<file path="config.mk">
export PLATFORM = sky130hd
export DESIGN_NAME = timing_wheel_scheduler_unit
export DESIGN_NICKNAME = d
export VERILOG_FILES = /design/src/hw/rtl/tws_pkg.sv /design/src/hw/rtl/timing_wheel_scheduler_unit.sv
export SDC_FILE = /design/constraint.sdc
export NUM_CORES = 2
export LEC_CHECK = 0
export CAP_MARGIN = 15
export CORE_ASPECT_RATIO = 1.2
export CORE_UTILIZATION = 30
export CTS_BUF_LIST = sky130_fd_sc_hd__clkbuf_8
export CTS_CLUSTER_SIZE = 28
export DETAILED_ROUTE_END_ITERATION = 8
export DONT_BUFFER_PORTS = 1
export SYNTH_ARGS = -nofsm -noshare
export SYNTH_HDL_FRONTEND = slang
export SYNTH_SLANG_ARGS = --single-unit
</file>
<file path="constraint.sdc">
create_clock -name clk -period 13.7 [get_ports clk]
set_input_delay 2.74 -clock clk [delete_from_list [all_inputs] [get_ports clk]]
set_output_delay 2.74 -clock clk [all_outputs]
set_load 0.05 [all_outputs]
</file>
<file path="src/hw/rtl/tws_pkg.sv">
// package for the timing wheel scheduler
// sizes, result kinds and controller states; no dependencies
package tws_pkg;

  localparam int NumSlots    = 10;
  localparam int PoolEntries = 32;
  localparam int SlotW       = 4;
  localparam int HandleW     = 5;
  localparam int RotW        = 28;
  localparam int TagW        = 16;
  localparam int IntvW       = 16;
  localparam int TimeoutW    = 32;
  localparam int KindW       = 3;
  localparam int CntW        = 6;

  // reciprocal of the slot count, exact for non-negative timeouts
  localparam int SlotShift = TimeoutW - 1 + $clog2(NumSlots);
  localparam logic [TimeoutW:0] SlotRecip =
    (TimeoutW+1)'(((64'd1 << SlotShift) + 64'(NumSlots) - 64'd1) / 64'(NumSlots));

  typedef enum logic [KindW-1:0] {
    KIND_ADDED    = 3'd0,
    KIND_REJ_NEG  = 3'd1,
    KIND_REJ_FULL = 3'd2,
    KIND_EXPIRED  = 3'd3,
    KIND_DONE     = 3'd4
  } kind_t;

  typedef enum logic [3:0] {
    ST_IDLE,
    ST_DIV,
    ST_MOD,
    ST_SLOT,
    ST_ADD_WR,
    ST_SCAN_RD,
    ST_SCAN_EX,
    ST_DONE,
    ST_OUT
  } state_t;

endpackage

</file>
<file path="src/hw/rtl/timing_wheel_scheduler_unit.sv">
// timing wheel scheduler top level
// one entry memory with a registered read, a bit-serial divider and a sequencer
// depends on tws_pkg
//
// usage: in_command 0 adds a timer (in_timeout, in_tag); 1 advances the wheel.
// results leave on the out_ channel as words, with out_last on the final word
// of each item. an add gives one word; a tick gives one word per expiring
// entry of the current slot, in ascending handle order, then a done word.
// an add runs a restoring division of the timeout by the slot interval, then
// splits the ticks by the slot count with a reciprocal multiply, then finds
// the slot and writes the entry. a tick reads each pool entry from memory,
// then checks it and writes it back; it waits on the receiver before each
// expired or done word.
// one item is worked on at a time; in_ready is high only when idle.
// the output register holds a word until out_ready; while the receiver stalls
// the sequencer waits with it. reset clears the valid bits, the current slot
// and sets the slot interval to 1; entry memory contents need no clearing.
// cfg_wr_en writes the slot interval; zero acts as one.
module timing_wheel_scheduler_unit (
  input  logic                          clk,
  input  logic                          rst_n,
  input  logic                          cfg_wr_en,
  input  logic [tws_pkg::IntvW-1:0]     cfg_wr_data,
  input  logic                          in_valid,
  output logic                          in_ready,
  input  logic                          in_command,
  input  logic signed [tws_pkg::TimeoutW-1:0] in_timeout,
  input  logic [tws_pkg::TagW-1:0]      in_tag,
  output logic                          out_valid,
  input  logic                          out_ready,
  output logic [tws_pkg::KindW-1:0]     out_kind,
  output logic [tws_pkg::HandleW-1:0]   out_handle,
  output logic [tws_pkg::TagW-1:0]      out_expired_tag,
  output logic [tws_pkg::SlotW-1:0]     out_wheel_slot,
  output logic                          out_last
);
  import tws_pkg::*;

  localparam int EntW = RotW + SlotW + TagW;

  logic [EntW-1:0] mem [PoolEntries];
  logic [EntW-1:0] rd_data_r;
  logic            mem_we;
  logic [HandleW-1:0] mem_addr;
  logic [EntW-1:0] mem_wdata;

  always_ff @(posedge clk) begin
    if (mem_we) mem[mem_addr] <= mem_wdata;
    rd_data_r <= mem[mem_addr];
  end

  state_t state_r, state_nxt;
  logic [PoolEntries-1:0] valid_r, valid_nxt;
  logic [SlotW-1:0]   cur_r, cur_nxt;
  logic [IntvW-1:0]   intv_r;
  logic [TimeoutW-1:0] quo_r, quo_nxt;
  logic [IntvW:0]     rem_r, rem_nxt;
  logic [CntW-1:0]    cnt_r, cnt_nxt;
  logic [TagW-1:0]    tag_r, tag_nxt;
  logic [HandleW-1:0] free_r, free_nxt;
  logic [RotW-1:0]    rot_r, rot_nxt;
  logic [SlotW-1:0]   slot_r, slot_nxt;
  logic               ov_r, ov_nxt;
  logic [KindW-1:0]   ok_r, ok_nxt;
  logic [HandleW-1:0] oh_r, oh_nxt;
  logic [TagW-1:0]    ot_r, ot_nxt;
  logic [SlotW-1:0]   os_r, os_nxt;
  logic               ol_r, ol_nxt;

  logic [IntvW-1:0]   divisor;
  logic [IntvW:0]     trial;
  logic [IntvW:0]     rem_sh;
  logic [2*TimeoutW:0] prod;
  logic [SlotW-1:0]   mod_s;
  logic [SlotW+1:0]   slot_sum;
  logic [RotW-1:0]    e_rot;
  logic [SlotW-1:0]   e_slot;
  logic [TagW-1:0]    e_tag;
  logic               has_free;
  logic [HandleW-1:0] free_idx;
  logic [HandleW-1:0] idx;

  assign divisor = (intv_r == '0) ? IntvW'(1) : intv_r;
  assign rem_sh  = {rem_r[IntvW-1:0], quo_r[TimeoutW-1]};
  assign trial   = rem_sh - {1'b0, divisor};
  // ticks times the reciprocal, rotation is the product shifted down
  assign prod    = (2*TimeoutW+1)'(quo_r) * (2*TimeoutW+1)'(SlotRecip);
  // remainder from the low bits of ticks and of rotation times the slot count
  assign mod_s   = quo_r[SlotW-1:0] - SlotW'(rot_r[SlotW-1:0] * SlotW'(NumSlots));
  assign slot_sum = (SlotW+2)'(cur_r) + (SlotW+2)'(mod_s);
  assign {e_rot, e_slot, e_tag} = rd_data_r;
  assign idx = cnt_r[HandleW-1:0];

  always_comb begin
    has_free = 1'b0;
    free_idx = '0;
    for (int i = PoolEntries - 1; i >= 0; i--) begin
      if (!valid_r[i]) begin
        has_free = 1'b1;
        free_idx = HandleW'(i);
      end
    end
  end

  always_ff @(posedge clk) begin
    if (!rst_n) begin
      intv_r <= IntvW'(1);
    end else if (cfg_wr_en) begin
      intv_r <= cfg_wr_data;
    end
  end

  always_ff @(posedge clk) begin
    if (!rst_n) begin
      state_r <= ST_IDLE;
      valid_r <= '0;
      cur_r   <= '0;
      ov_r    <= 1'b0;
    end else begin
      state_r <= state_nxt;
      valid_r <= valid_nxt;
      cur_r   <= cur_nxt;
      ov_r    <= ov_nxt;
    end
    quo_r <= quo_nxt; rem_r <= rem_nxt; cnt_r <= cnt_nxt; tag_r <= tag_nxt;
    free_r <= free_nxt; rot_r <= rot_nxt; slot_r <= slot_nxt;
    ok_r <= ok_nxt; oh_r <= oh_nxt; ot_r <= ot_nxt; os_r <= os_nxt; ol_r <= ol_nxt;
  end

  always_comb begin
    state_nxt = state_r;
    valid_nxt = valid_r;
    cur_nxt = cur_r;
    quo_nxt = quo_r; rem_nxt = rem_r; cnt_nxt = cnt_r; tag_nxt = tag_r;
    free_nxt = free_r; rot_nxt = rot_r; slot_nxt = slot_r;
    ov_nxt = ov_r; ok_nxt = ok_r; oh_nxt = oh_r; ot_nxt = ot_r; os_nxt = os_r;
    ol_nxt = ol_r;
    mem_we = 1'b0;
    mem_addr = idx;
    mem_wdata = {rot_r, slot_r, tag_r};
    in_ready = 1'b0;
    if (ov_r && out_ready) ov_nxt = 1'b0;
    case (state_r)
      ST_IDLE: begin
        in_ready = !ov_r;
        if (in_valid && !ov_r) begin
          cnt_nxt = '0;
          tag_nxt = in_tag;
          if (in_command) begin
            state_nxt = ST_SCAN_RD;
          end else if (in_timeout[TimeoutW-1]) begin
            ov_nxt = 1'b1; ok_nxt = KIND_REJ_NEG; oh_nxt = '0; ot_nxt = '0;
            os_nxt = '0; ol_nxt = 1'b1;
          end else if (!has_free) begin
            ov_nxt = 1'b1; ok_nxt = KIND_REJ_FULL; oh_nxt = '0; ot_nxt = '0;
            os_nxt = '0; ol_nxt = 1'b1;
          end else begin
            free_nxt = free_idx;
            quo_nxt = in_timeout;
            rem_nxt = '0;
            state_nxt = ST_DIV;
          end
        end
      end
      ST_DIV: begin
        if (!trial[IntvW]) begin
          rem_nxt = trial;
          quo_nxt = {quo_r[TimeoutW-2:0], 1'b1};
        end else begin
          rem_nxt = rem_sh;
          quo_nxt = {quo_r[TimeoutW-2:0], 1'b0};
        end
        cnt_nxt = cnt_r + CntW'(1);
        if (cnt_r == CntW'(TimeoutW - 1)) state_nxt = ST_MOD;
      end
      ST_MOD: begin
        rot_nxt = RotW'(prod >> SlotShift);
        state_nxt = ST_SLOT;
      end
      ST_SLOT: begin
        slot_nxt = (slot_sum >= (SlotW+2)'(NumSlots)) ?
                   SlotW'(slot_sum - (SlotW+2)'(NumSlots)) : SlotW'(slot_sum);
        state_nxt = ST_ADD_WR;
      end
      ST_ADD_WR: begin
        mem_we = 1'b1;
        mem_addr = free_r;
        valid_nxt[free_r] = 1'b1;
        ov_nxt = 1'b1; ok_nxt = KIND_ADDED; oh_nxt = free_r; ot_nxt = '0;
        os_nxt = slot_r; ol_nxt = 1'b1;
        state_nxt = ST_IDLE;
      end
      ST_SCAN_RD: begin
        state_nxt = ST_SCAN_EX;
      end
      ST_SCAN_EX: begin
        if (valid_r[idx] && e_slot == cur_r) begin
          if (e_rot != '0) begin
            mem_we = 1'b1;
            mem_wdata = {e_rot - RotW'(1), e_slot, e_tag};
          end else if (ov_r) begin
            state_nxt = ST_SCAN_EX;
          end else begin
            valid_nxt[idx] = 1'b0;
            ov_nxt = 1'b1; ok_nxt = KIND_EXPIRED; oh_nxt = idx; ot_nxt = e_tag;
            os_nxt = cur_r; ol_nxt = 1'b0;
          end
        end
        if (!(valid_r[idx] && e_slot == cur_r && e_rot == '0 && ov_r)) begin
          cnt_nxt = cnt_r + CntW'(1);
          state_nxt = (cnt_r == CntW'(PoolEntries - 1)) ? ST_DONE : ST_SCAN_RD;
        end
      end
      ST_DONE: begin
        if (!ov_r) begin
          ov_nxt = 1'b1; ok_nxt = KIND_DONE; oh_nxt = '0; ot_nxt = '0;
          os_nxt = cur_r; ol_nxt = 1'b1;
          cur_nxt = (cur_r == SlotW'(NumSlots - 1)) ? '0 : cur_r + SlotW'(1);
          state_nxt = ST_IDLE;
        end
      end
      default: state_nxt = ST_IDLE;
    endcase
  end

  assign out_valid = ov_r;
  assign out_kind = ok_r;
  assign out_handle = oh_r;
  assign out_expired_tag = ot_r;
  assign out_wheel_slot = os_r;
  assign out_last = ol_r;

  a_slot_range: assert property (@(posedge clk) disable iff (!rst_n)
    cur_r < SlotW'(NumSlots)) else $error("current slot out of range");
  a_out_hold: assert property (@(posedge clk) disable iff (!rst_n)
    out_valid && !out_ready |=> out_valid && $stable(out_kind) && $stable(out_handle))
    else $error("result word changed while stalled");
  a_add_sets_valid: assert property (@(posedge clk) disable iff (!rst_n)
    state_r == ST_ADD_WR |=> valid_r[$past(free_r)]) else $error("add lost entry");
  a_busy_no_accept: assert property (@(posedge clk) disable iff (!rst_n)
    state_r != ST_IDLE |-> !in_ready) else $error("accept while busy");
endmodule

</file>
==> impl_metrics.py <==
metrics = {
    "routing": {
        "wl_met1_um": 95600,
        "wl_um": 237000,
        "viasPerCell": 4.98,
        "drtAntennaViolNets": 0,
        "drt_iter0_drc": 4397,
        "drc": 0,
        "post_drt_wl_per_cell_um": 25.4,
        "dr_wl_met3_um": 15700,
        "drt_first_pass_iters": 6,
        "vias": 46500,
        "route.met2.wl_um": 119000,
        "maxUsedRoutingLayer": "met5",
    },
    "clock_network": {
        "h-tree-depth": 5,
        "cts_tree": "yes",
        "cts_buffers": 306,
        "hold_buffers": 0,
        "cts-root-buf": "clkbuf_8",
        "cts_buffer_depth": 4,
        "clkSlewWorstSetupHoldPaths_ns": 0.07,
        "clock_latency_ns": 1.05,
        "postCtsSetupBuffers": 0,
        "cts_resized": 0,
        "clkSinkCount": 1776,
    },
    "floorplanning": {
        "initial_core_util_pct": 30.3,
        "die-area_um2": 286000,
        "fp.coreArea_um2": 281000,
        "ios": 101,
        "rows": 213,
        "die_w_um": 488,
        "die_y_um": 586,
    },
    "timing": {
        "worst_slew_pin_slew_ns": 1.17,
        "drv_slew": 0,
        "rsz0062_at_grt": "no",
        "setup_violations": 0,
        "skew_ns": 0.0943,
        "max_freq_mhz": 120,
        "period_share_pct": 60.7,
        "finalHoldViolations": 0,
        "finalCriticalPeriod_ns": 8.32,
        "fin_tns_setup_ns": 0,
        "max_slew_margin_pct": 21.1,
    },
    "logic_synthesis": {
        "async_flop_share_pct": 0,
        "yosysSeqAreaShare_pct": 61.4,
        "synth_area_per_cell_um2": 16.6,
        "ys_types": 72,
        "syn_inst": 5124,
        "synth_seq_cells": 1776,
        "syn-num-nets": 5968,
        "syn_area_um2": 85200,
        "ys_warn_count": 0,
        "synth_ff_type": "edfxtp_1",
        "synth_edf_count": 1672,
    },
    "finish": {
        "area_growth_pct": 12.8,
        "drive_gt1_share_pct": 17.6,
        "final_net_count": 6200,
        "layout_commonest_cell": "edfxtp_1",
        "most-common-layout-cells": "edfxtp_1 (1,672), inv_1 (798), fa_1 (418)",
    },
    "worst_setup_path": {
        "end_kind": "flop",
        "crit_family": "adder cells",
        "cp-start-kind": "flop",
        "crit_slowest_cell": "ha_1",
        "cp_max_fo": 5,
        "r2r_slack_ns": 5.38,
        "path_class": "flop to flop",
        "cp_slowest_stage_delay_ns": 0.61,
        "worst-path-buf-inv": 6,
        "crit_required_ns": 14.42,
        "arrival_ns": 9.04,
    },
    "grt": {
        "antenna_found_initial": 6,
        "grtUsageTotal_pct": 16.5,
        "grt_pass1_vias": 48400,
        "grt_max_degree": 155,
        "overflow": 0,
        "grt_pass1_wl_um": 341000,
    },
    "run": {
        "drv_cap": 0,
    },
    "run_status": {
        "status": "finished, final reports clean",
    },
    "placed_design": {
        "gp_congestion": 0.909,
        "port_buffers": 0,
        "dpl.hpwl_um": 143000,
    },
    "min_path": {
        "min_path_type": "flop to flop",
    },
}
per-layer routing:
| metal | up-vias | track usage [%] |
|---|---|---|
| li1 | 19600 | - |
| met1 | 24800 | 21.3 |
| met2 | 1789 | 28.2 |
| met3 | 360 | 2.86 |
| met4 | 2 | 5.05 |
| met5 | - | 0 |
per-stage QoR:
step / setup WS, ns / hold WS, ns / util [%] / cell area, µm² / instances
3_5_place_dp: 5.51 / 0.468 / 32.1 / 90400 / 8795
3_3_place_gp: 5.51 / 0.463 / 32.1 / 90400 / 8795
2_1_floorplan: 6.87 / 0.444 / - / 85200 / 5124
4_1_cts: 5.43 / 0.482 / 34.0 / 95800 / 9321
5_1_grt: 5.08 / 0.505 / 34.1 / 96000 / 9338
6_report: 5.38 / 0.480 / 34.1 / 96000 / 9340
flip-flops by register name (all words and copies together), names as in the netlist:
| name | cells |
|---|---|
| intv_r | 16 |
| rem_r | 16 |
| mem | 1536 |
| valid_r | 32 |
| out_expired_tag | 16 |
| cnt_r | 6 |
| rd_data_r | 48 |
| slot_r | 4 |
| out_handle | 5 |
| quo_r | 32 |
| rot_r | 28 |
| out_last | 1 |
| cur_r | 4 |
| state_r | 3 |
| free_r | 5 |
| tag_r | 16 |
| out_kind | 3 |
| out_valid | 1 |
| out_wheel_slot | 4 |
path summary, 6_finish.rpt:
check,start,endpoint,cells after the start
worst max-delay path,quo_r[13],rot_r[10],25
worst min register to register,intv_r[0],intv_r[0],2
worst max register to register,quo_r[13],rot_r[10],25
worst min-delay path,intv_r[0],intv_r[0],2
final cells by class:
cell class              instances  area, µm²
repair buffers                107        957
well taps                    3762       4710
inverters                     710       2670
fillers                     26900     185000
flip-flops and latches       1776      52300
multi-input cells            2455      30000
clock inverters               204        995
diodes                          4       10.0
clock buffers                 322       4430
worst min-delay path, delay by kind of cell (launching register included):
family / cells / cell delay (ns)
multiplexers: 1 / 0.07
flip-flops: 1 / 0.33
AND/OR/NAND/NOR: 1 / 0.06
cell usage after synthesis (8+ instances only):
cell      instances  area share (%)
nor2_1          137            0.60
nand2_1         277             1.2
dfxtp_1         104             2.4
clkbuf_1        113            0.50
a21oi_1          70            0.41
o21ai_0          84            0.49
xor2_1           25            0.26
nor3_1           22            0.13
a31oi_1          10           0.073
fa_1            418             9.8
xnor2_1          61            0.63
o21bai_1          8           0.071
a32o_1           32            0.38
nand4_1          47            0.35
nor2b_1          33            0.24
buf_2            14           0.082
a22oi_1         150             1.3
and3_1           22            0.16
and2_1            9           0.066
nor4_1           14            0.10
buf_1            52            0.23
edfxtp_1       1672              59
mux2_2           23            0.30
a21o_1           22            0.19
inv_1           710             3.1
ha_1            356             5.2
mux4_2          393              10
nand2b_1         14            0.10
mux2i_1          51            0.60
nand3_1          64            0.38
cells by family after synthesis:
kind of cell | share of synthesized area [%]
muxes | 11.3
AOI/OAI and AO/OA | 3.70
buffers and inverters | 3.97
adders and majority gates | 15.1
xor gates and xnor gates | 0.903
and+or+nand+nor | 3.68
DFF | 61.4
Power is left out: the tool's default activity adds up to more than one toggle a clock period on the data nets, which glitch-free logic cannot reach.
